$ cat config.mk
export PLATFORM = sky130hd
export DESIGN_NAME = ocl_ram
export DESIGN_NICKNAME = d
export VERILOG_FILES = /design/src/rtl/core/ocl_ram.sv
export SDC_FILE = /design/constraint.sdc
export NUM_CORES = 1
export LEC_CHECK = 0
export BUFFER_PORTS_ARGS = -buffer_cell sky130_fd_sc_hd__buf_4
export CAP_MARGIN = 20
export CORE_MARGIN = 2
export CORE_UTILIZATION = 60
export CTS_CLUSTER_DIAMETER = 40
export DETAILED_ROUTE_END_ITERATION = 12
export PLACE_DENSITY = 0.86
export SYNTH_ARGS = -nofsm -noshare
export SYNTH_HDL_FRONTEND = slang
export SYNTH_SLANG_ARGS = --single-unit
$ cat constraint.sdc
create_clock -name clk -period 2.15 [get_ports clk]
set_clock_uncertainty 0.05 [all_clocks]
set_input_delay 0.1075 -clock clk [delete_from_list [all_inputs] [get_ports clk]]
set_output_delay 0.1075 -clock clk [all_outputs]
set_load 0.03 [all_outputs]
$ cat src/rtl/core/ocl_ram.sv
// ----------------------------------------------------------------------------
// ocl_ram
// generic single-write single-read ram with registered read data
// ----------------------------------------------------------------------------
module ocl_ram #(
  parameter int WIDTH = 8,
  parameter int DEPTH = 16
) (
  input  logic                                   clk,
  input  logic                                   we,
  input  logic [((DEPTH > 1) ? $clog2(DEPTH) : 1)-1:0] waddr,
  input  logic [WIDTH-1:0]                       wdata,
  input  logic                                   re,
  input  logic [((DEPTH > 1) ? $clog2(DEPTH) : 1)-1:0] raddr,
  output logic [WIDTH-1:0]                       rdata
);

  logic [WIDTH-1:0] mem_r [DEPTH];
  logic [WIDTH-1:0] rdata_r;

  always_ff @(posedge clk) begin
    if (we) begin
      mem_r[waddr] <= wdata;
    end
    if (re) begin
      rdata_r <= mem_r[raddr];
    end
  end

  assign rdata = rdata_r;

endmodule

# == Yosys cells after proc, flatten, opt, wreduce, memory -nomap -nowiden ==
# Memory sizes are Yosys's and may differ from the RTL's. A register that Yosys moved wholly into a read port is not among the register bits.
# Cells that the tools add are included.
# totals
out_inout_bits,8
wordCells,3
ff_bits,0
ramBits,128
input_bits,19
memories,1
# classes
n_mux,2
# mem_list
memory,words,word_bits,read_ports,rd_ports_with_merged_regs,wr,line_no,text
mem_r,16,8,1,1,1,18,logic [WIDTH-1:0] mem_r [DEPTH];
# op_table
operator,count
$mux 1,2

# == Logic depth before layout (Yosys ltp) ==
# Gate-level depths: netlist of the first run.
# depth
depth_word,2
ltp_mapped,5
ltp_nobuf,3

# == Worst setup path after synthesis of the first run ==
# No wires, ideal clock.
# synth_timing
path_kind,input-to-reg
from,input waddr[2] (netlist bit)
to,"memory mem_r[0][0], enable pin"
path_buffers,0
setup_time_ns,0.383
stages,2
t_arrival_ns,1.217
required_ns,1.717
slack_ns,0.500
path_cell_list,or3b_2 -> nor3_1
# synth_lines
item,line_no,text
start: declaration,11,"input logic [((DEPTH > 1) ? $clog2(DEPTH) : 1)-1:0] waddr,"
end: declaration,18,
# No word-level cell before the write port.

==> qor.yml, run 1 <==
status: "complete, no violations"
row_count: 34
wl_met1_um: 4040
setup_viol: 0
grt.total_usage_pct: 25.6
synth_area_per_cell_sq_um: 22.8
vias: 2644
netlist-cell-type-count: 18
final.min_clock_period_ns: 1.62
worst_slew_pin_slew_ns: 0.714
setup_tns_ns: 0
hpwl_um: 6090
p_leak_uw: 0.00215
maxUsedRoutingLayer: "met4"
antenna_cells: 0
grt_start_max_net_pins: 33
fin_crit_sh_pct: 75.5
route.detailed.drc: 0
clock_sinks: 136
core_area_sq_mm: 0.00859
p_per_area_mw_per_mm2: 991
io_buffers: 26
maxSlewViolCount: 0
overflow: 0
syn_nets: 248
cts-root-buf: "clkbuf_8"
fin_nets: 310
pin_count: 27
wl_per_cell_um: 27.0
syn_to_final_growth_pct: 20.5
end_kind: "register"
cp_max_fo: 1
postCtsSetupRepairBufs: 0
final-seq-area_sq_mm: 0.00408
required_ns: 2.37
antenna_left: 0
ys_seq_elements: 136
htree_levels: 4
drtPass1Iterations: 6
numCtsBuffers: 17
rsz0062_at_grt: "false"
hold_viol: 0
fmax_ghz: 0.616
fillers: 464
route.met2.wl_um: 5710
tritoncts: "done"
ir_worst_vdd_mv: 0.658
arrival_ns: 1.84
fp.dieH_um: 97.3
clkSlewWorstSetupHoldPaths_ns: 0.07
min_path_type: "in2reg"
yosys_warnings: 0
crit_type: "reg2reg"
cts_buffer_depth: 2
die_width_um: 97.3
synth_cells: 229
startpoint_type: "register"
viasPerCell: 6.42
drtIter0Drc: 333
antenna_found_initial: 0
die_area_sq_mm: 0.00948
gp_congestion: 0.794
relSlewSlack_pct: 52.3
maxCapViolations: 0
wl_met3_um: 1130
postLayoutCoreUtil_pct: 73.3
ys_seq_area_share_pct: 78.1
wl_um: 11100
grt_pass1_wl_um: 16700
multiInputGateArea_sq_mm: 0.00106
clk_latency_ns: 0.52
drive_above_1_share_pct: 30.6
synth_area_sq_mm: 0.00523
initial_utilization_pct: 60.8
grt_pass1_vias: 2682
[final cells by class]
class,count,area share (%)
multi-input cells,83,16.8
clock inverters,14,2.76
clock buffers,18,6.63
well taps,108,2.14
flip-flops and latches,136,64.8
repair buffers,53,6.87
[state kept, by name, summed over array words and instances (netlist names)]
| signal | count |
|---|---|
| mem_r | 128 |
| rdata | 8 |
[cell usage in the layout (no fill, tap or decap)]
master         netlist  routed
nand3_1              1       1
clkbuf_16            0      16
edfxtp_1           136     136
bufinv_16            0       3
inv_6                0       3
mux4_1              14      14
and2b_1              1       1
buf_4                1      43
dlygate4sd3_1        0       9
nor3_1               4       4
clkinv_2             0       1
clkinv_1             0       1
buf_12               0       1
nor2b_1              1       1
clkbuf_1             0       1
and2_1               1       1
mux4_2              18      18
nand2_1              9       9
clkbuf_8             0       1
nand3b_1             2       2
or3b_2               1       1
nand2b_1             2       2
clkinv_4             0       3
clkinvlp_4           0       3
nor2_1              13      13
a22oi_1             16      16
[power breakdown]
group / internal (uW) / switching (uW)
clock: 1780 / 1140
combinational: 141 / 185
sequential: 2990 / 20.2
total: 4900 / 1340
[cells by family after synthesis]
| logic type | synth area share, % |
|---|---|
| flops | 78.1 |
| simple gates | 3.14 |
| mux | 14.8 |
| compound gates | 2.30 |
| buf+inv | 1.65 |
[timing repair]
action	in CTS	in global routing
endpoints found under the hold margin	136	0
hold buffers	9	0
endpoints found under the setup margin	0	0
resized for setup	0	0
[through the flow]
stage	area, sq um	cells	hold slack (ns)	power, uW	setup slack [ns]
global route	6300	412	0.0500	6410	0.480
finish	6300	412	0.0619	6250	0.527
CTS	6300	412	0.0263	6250	0.553
global placement	5620	371	0.357	3350	0.389
detailed placement	5620	371	0.377	3370	0.334
floorplan	5230	229	0.156	3230	0.500
[routing by layer]
layer	global-route usage [%]	vias up
met5	0	-
met4	9.72	0
met2	40.2	179
met1	34.8	1331
met3	7.41	29
li1	-	1105
[cells in the mapped netlist]
library cell,count,area (sq um)
clkdlybuf4s25_2,3,30.0
edfxtp_1,136,4080
nor3_1,4,20.0
nand2_1,9,33.8
nand3b_1,2,15.0
mux4_1,14,368
and2_1,1,6.26
nand3_1,1,5.00
buf_2,3,15.0
or3b_2,1,8.76
nor2b_1,1,6.26
and2b_1,1,7.51
nand2b_1,2,12.5
buf_4,1,7.51
nor2_1,13,48.8
mux4_2,18,405
a22oi_1,16,120
buf_6,3,33.8
[final timing paths]
kind	endpoint	slack (ns)	start	cells past startpoint
min reg2reg	rdata[2]	0.73	mem_r[8][2]	3
max reg2reg	rdata[0]	0.53	mem_r[0][0]	3
max	rdata[0]	0.53	mem_r[0][0]	3
min	mem_r[12][1]	0.06	waddr[0]	3
[worst max-delay path, cell delays in order (launching register included)]
cell      delay, ns
edfxtp_1       0.43
mux4_1         0.50
a22oi_1        0.29
nand2_1        0.09
(Power assumes the default switching activity.)
==> run 2, diff against run 1 <==
ABC_AREA = 1   (was not set)
CORE_UTILIZATION = 55   (was 60)
PLACE_DENSITY = 0.83   (was 0.86)
clock period = 1.4 ns   (was 2.15 ns; I/O delays follow)
==> qor.yml, run 2 <==
p_per_area_mw_per_mm2: 1370  # +39%
setup_tns_ns: 0  # unchanged
post_cts_resized: 0  # unchanged
netlist-cell-type-count: 11  # -7
maxCapViolations: 0  # unchanged
hpwl_um: 8040  # +32%
critPathBufInv: 1  # +1
ys_seq_area_share_pct: 69.8  # -8.3 points
worstPathCellList: "buf_4"
synth_cells: 551  # +140%
antenna_found_initial: 0  # unchanged
grt_pass1_wl_um: 19900  # +20%
regMostFlops: "mem_r"
drive_above_1_share_pct: 13.0  # -18 points
syn_nets: 570  # +130%
p_leak_uw: 0.00300  # +40%
clock_sinks: 136  # unchanged
antenna_cells: 0  # unchanged
yosysMostFrequentCell: "nand2_1"
pin_count: 27  # unchanged
startpoint_type: "register"
crit_type: "reg2out"
dp_cells: 712  # +92%
fmax_ghz: 0.785
end_kind: "primary output"
maxSlewViolCount: 0  # unchanged
fp.dieH_um: 107  # +10%
arrival_ns: 1.15  # -0.69 ns
cts_hold_buffers: 10  # +1
tritoncts: "done"
async_flop_share_pct: 0  # unchanged
synth_edf_count: 136  # unchanged
ir_worst_vdd_mv: 0.726  # +10%
die_area_sq_mm: 0.0115  # +21%
row_count: 37  # +8.8%
relSlewSlack_pct: 73.3  # +21 points
postCtsSetupRepairBufs: 0  # unchanged
mostFrequentLayoutCells: "nand2_1 (173), edfxtp_1 (136), inv_1 (100), nand3_1 (97), buf_4 (45)"
synth_area_per_cell_sq_um: 10.6  # -54%
cp_max_fo: 1  # unchanged
largest_reg_flops: 128  # unchanged
setup_viol: 0  # unchanged
synth_area_sq_mm: 0.00585  # +12%
cts_buffer_depth: 2  # unchanged
initial_utilization_pct: 56.6  # -4.2 points
min_path_type: "in2reg"
rsz0062_at_grt: "false"
status: "complete, no violations"
syn_to_final_growth_pct: 18.7
overflow: 0  # unchanged
viasPerCell: 5.34  # -17%
io_buffers: 26  # unchanged
drtIter0Drc: 330  # -0.90%
netlist_top_cells_count: "nand2_1 (173), edfxtp_1 (136), inv_1 (100)"
fin_nets: 624  # +100%
clk_latency_ns: 0.53  # about the same
hold_viol: 0  # unchanged
worst_slew_pin_slew_ns: 0.400  # -0.314 ns
clkSlewWorstSetupHoldPaths_ns: 0.06  # about the same
fin_crit_sh_pct: 91.0
finalPower_uw: 9540  # +53%
ys_seq_elements: 136  # unchanged
slowest_stage: "edfxtp_1"
synth.top_cell.area_share_pct: 69.8  # -8.3 points
grt.total_usage_pct: 24.1  # -1.5 points
wl_um: 13000  # +17%
wl_per_cell_um: 17.3  # -36%
postLayoutCoreUtil_pct: 67.2  # -6.1 points
cp_slowest_stage_delay_ns: 0.43  # -0.07 ns
final_common_cell: "nand2_1"
route.detailed.drc: 0  # unchanged
ys_top_cells_by_area: "edfxtp_1 (70%), nand2_1 (11%), nand3_1 (8.3%)"
grt_start_max_net_pins: 53  # +61%
htree_levels: 4  # unchanged
final.min_clock_period_ns: 1.27
numCtsBuffers: 17  # unchanged
crit_family: "flip-flops"
ys.flop_type: "edfxtp_1"
fin_cells: 753  # +83%
antenna_left: 0  # unchanged
required_ns: 1.28  # -1.09 ns
yosys_warnings: 0  # unchanged
drtPass1Iterations: 5  # -1
gp_congestion: 0.871  # +9.7%
cts-root-buf: "clkbuf_8"
synth_top_area_cell: "edfxtp_1"
grt_pass1_vias: 3938  # +47%
vias: 4018  # +52%
core_area_sq_mm: 0.0103  # +20%
die_width_um: 107  # +10%
-- run 2: final cells by class --
class                           count  area [sq um]
Clock buffer                       17           414
Fill cell                         756          3380
Timing Repair Buffer               59           518
Tap cell                          136           170
Multi-Input combinational cell    289          1210
Sequential cell                   136          4080
Clock inverter                     14           159
Inverter                          102           383
-- run 2: metal layers --
metal	wire, um	part of all wire, %	GRT usage, %
met5	0	0	0
met1	5130	39	30.1
met2	6440	49	39.5
met4	401	3.1	10.8
met3	1040	8.0	6.57
-- run 2: cells by family after synthesis --
| family | count (synthesis) | share of synthesized area, % |
|---|---|---|
| buffers and inverters | 126 | 9.39 |
| flip-flops | 136 | 69.8 |
| AND/OR/NAND/NOR | 289 | 20.8 |
-- run 2: worst paths after layout --
check,slack (ns),end,from,cells after the start
worst min register to register,0.70,rdata[4],mem_r[14][4],6
worst max register to register,0.20,rdata[7],mem_r[3][7],6
worst max-delay path,0.13,rdata[3],rdata[3],1
worst min-delay path,0.01,rdata[4],raddr[2],4
-- run 2: power by group --
part / internal, uW / total [uW] / switching [uW]
clock: 2670 / 4270 / 1600
combinational: 218 / 649 / 431
sequential: 4590 / 4620 / 29.5
-- run 2: stage by stage --
step / hold WS [ns] / worst slack (ns) / instance area (sq um)
detailed placement: 0.326 / 0.128 / 6270
floorplan: 0.119 / 0.329 / 5850
finish: 0.0140 / 0.126 / 6940
global placement: 0.318 / 0.149 / 6270
CTS: 0.00291 / 0.113 / 6940
global route: 0.0463 / 0.0925 / 6940
==> run 3, diff against run 2 <==
MAX_ROUTING_LAYER = met4   (was not set)
==> qor.yml, run 3 (synthesized netlist as in run 2, its figures left out) <==
status: "complete, no violations"
hold_viol: 0  # unchanged
relSlewSlack_pct: 79.9  # +6.6 points
drtPass1Iterations: 6  # +1
postCtsSetupRepairBufs: 0  # unchanged
crit_start: "mem_r[14][0]"
vias: 4014  # -0.10%
reg2reg_from: "mem_r[14][0]"
fp.dieH_um: 107  # unchanged
numCtsBuffers: 17  # unchanged
required_ns: 1.62  # +0.34 ns
arrival_ns: 1.48  # +0.33 ns
min_path_type: "in2reg"
hpwl_um: 8040  # about the same
whs_ns: 0.0197  # +0.00567 ns
maxSlewViolCount: 0  # unchanged
route.detailed.drc: 0  # unchanged
post_cts_resized: 0  # unchanged
pin_count: 27  # unchanged
syn_to_final_growth_pct: 18.5
clock_sinks: 136  # unchanged
dp_cells: 714  # +0.28%
io_buffers: 26  # unchanged
grt_pass1_vias: 3916  # -0.56%
wl_per_cell_um: 17.1  # -1.1%
setup_tns_ns: 0  # unchanged
place_area_sq_mm: 0.00628  # +0.24%
crit_type: "reg2reg"
rsz0062_at_grt: "false"
mostFrequentLayoutCells: "nand2_1 (173), edfxtp_1 (136), inv_1 (100), nand3_1 (97), buf_4 (47)"
ir_worst_vdd_mv: 0.969  # +33%
overflow: 0  # unchanged
antenna_left: 0  # unchanged
grt_start_max_net_pins: 57  # +7.5%
wl_um: 12900  # -0.68%
die_width_um: 107  # unchanged
gp_congestion: 0.959  # +10%
core_area_sq_mm: 0.0103  # unchanged
viasPerCell: 5.31  # -0.50%
p_per_area_mw_per_mm2: 1340  # -2.3%
fmax_ghz: 0.793  # +1.0%
end_kind: "register"
final_common_cell: "nand2_1"
setup_viol: 0  # unchanged
cp_max_fo: 1  # unchanged
maxCapViolations: 0  # unchanged
die_area_sq_mm: 0.0115  # unchanged
finalPower_uw: 9300  # -2.6%
regMostFlops: "mem_r"
grt_pass1_wl_um: 20000  # about the same
fin_crit_sh_pct: 90.1  # -0.91 points
grt.total_usage_pct: 24.7  # +0.56 points
worst_slew_pin_slew_ns: 0.301  # -0.0989 ns
largest_reg_flops: 128  # unchanged
min_from: "raddr[2]"
clk_latency_ns: 0.52  # about the same
startpoint_type: "register"
initial_utilization_pct: 56.6  # unchanged
tritoncts: "done"
antenna_found_initial: 0  # unchanged
drtIter0Drc: 418  # +27%
cts_buffer_depth: 2  # unchanged
stdcell_area_sq_mm: 0.00693  # -0.22%
htree_levels: 4  # unchanged
clkSlewWorstSetupHoldPaths_ns: 0.06  # about the same
antenna_cells: 0  # unchanged
drive_above_1_share_pct: 13.4  # +0.42 points
p_leak_uw: 0.00299  # -0.17%
cts-root-buf: "clkbuf_8"
row_count: 37  # unchanged
final.min_clock_period_ns: 1.26  # -0.0127 ns
fin_cells: 756  # +0.40%
fin_nets: 626  # +0.32%
[run 3: cell types whose count changed in the layout (fill, tap and decap cells not counted)]
cell	previous run	this run
clkbuf_1	0	1
clkinv_1	2	1
bufinv_16	3	1
inv_6	0	3
clkinv_4	1	2
buf_4	45	47
clkinv_2	3	2
[run 3: power by group]
group,internal (uW),switching (uW),total [uW]
clock network,2360,1670,4030
registers,4590,27.4,4610
logic,222,432,654
[run 3: cell type report]
cell class / count / area [sq um]
sequential: 136 / 4080
inverter: 102 / 383
tap: 136 / 170
clock buffer: 18 / 418
fill: 707 / 3400
clock inverter: 14 / 125
multi-input combinational: 289 / 1210
timing repair buffer: 61 / 533
[run 3: final timing paths]
kind | endpoint | slack [ns] | depth (start not counted)
setup / recovery | rdata[0] | 0.14 | 6
hold / removal | rdata[7] | 0.02 | 4
hold reg to reg | rdata[7] | 0.69 | 6
setup reg to reg | rdata[0] | 0.14 | 6
[run 3: stage by stage]
stage | utilization (%) | worst slack (ns)
final | 67.1 | 0.138
after global routing | 67.1 | 0.0860
after CTS | 67.1 | 0.133
after detailed placement | 60.9 | 0.0590
after global placement | 60.9 | 0.151
after floorplan | - | 0.329
[run 3: what timing repair did]
item	4_1_cts	5_1_grt
endpoints found under the hold margin	144	0
hold buffers	10	0
endpoints found under the setup margin	0	0
[run 3: layer usage]
| layer | share of wire (%) | vias to the layer above | GRT usage [%] |
|---|---|---|---|
| met4 | 3.1 | 0 | 10.6 |
| li1 | - | 1893 | - |
| met2 | 51 | 210 | 39.8 |
| met5 | 0 | - | - |
| met3 | 8.0 | 42 | 4.92 |
| met1 | 38 | 1869 | 30.6 |
[run 3: critical path, cell delays in order, from the launching register on]
cell and delay (ns):
edfxtp_1 0.37, inv_1 0.07, nand2_1 0.06, nand3_1 0.09
nand3_1 0.11, nand3_1 0.18, nand2_1 0.07
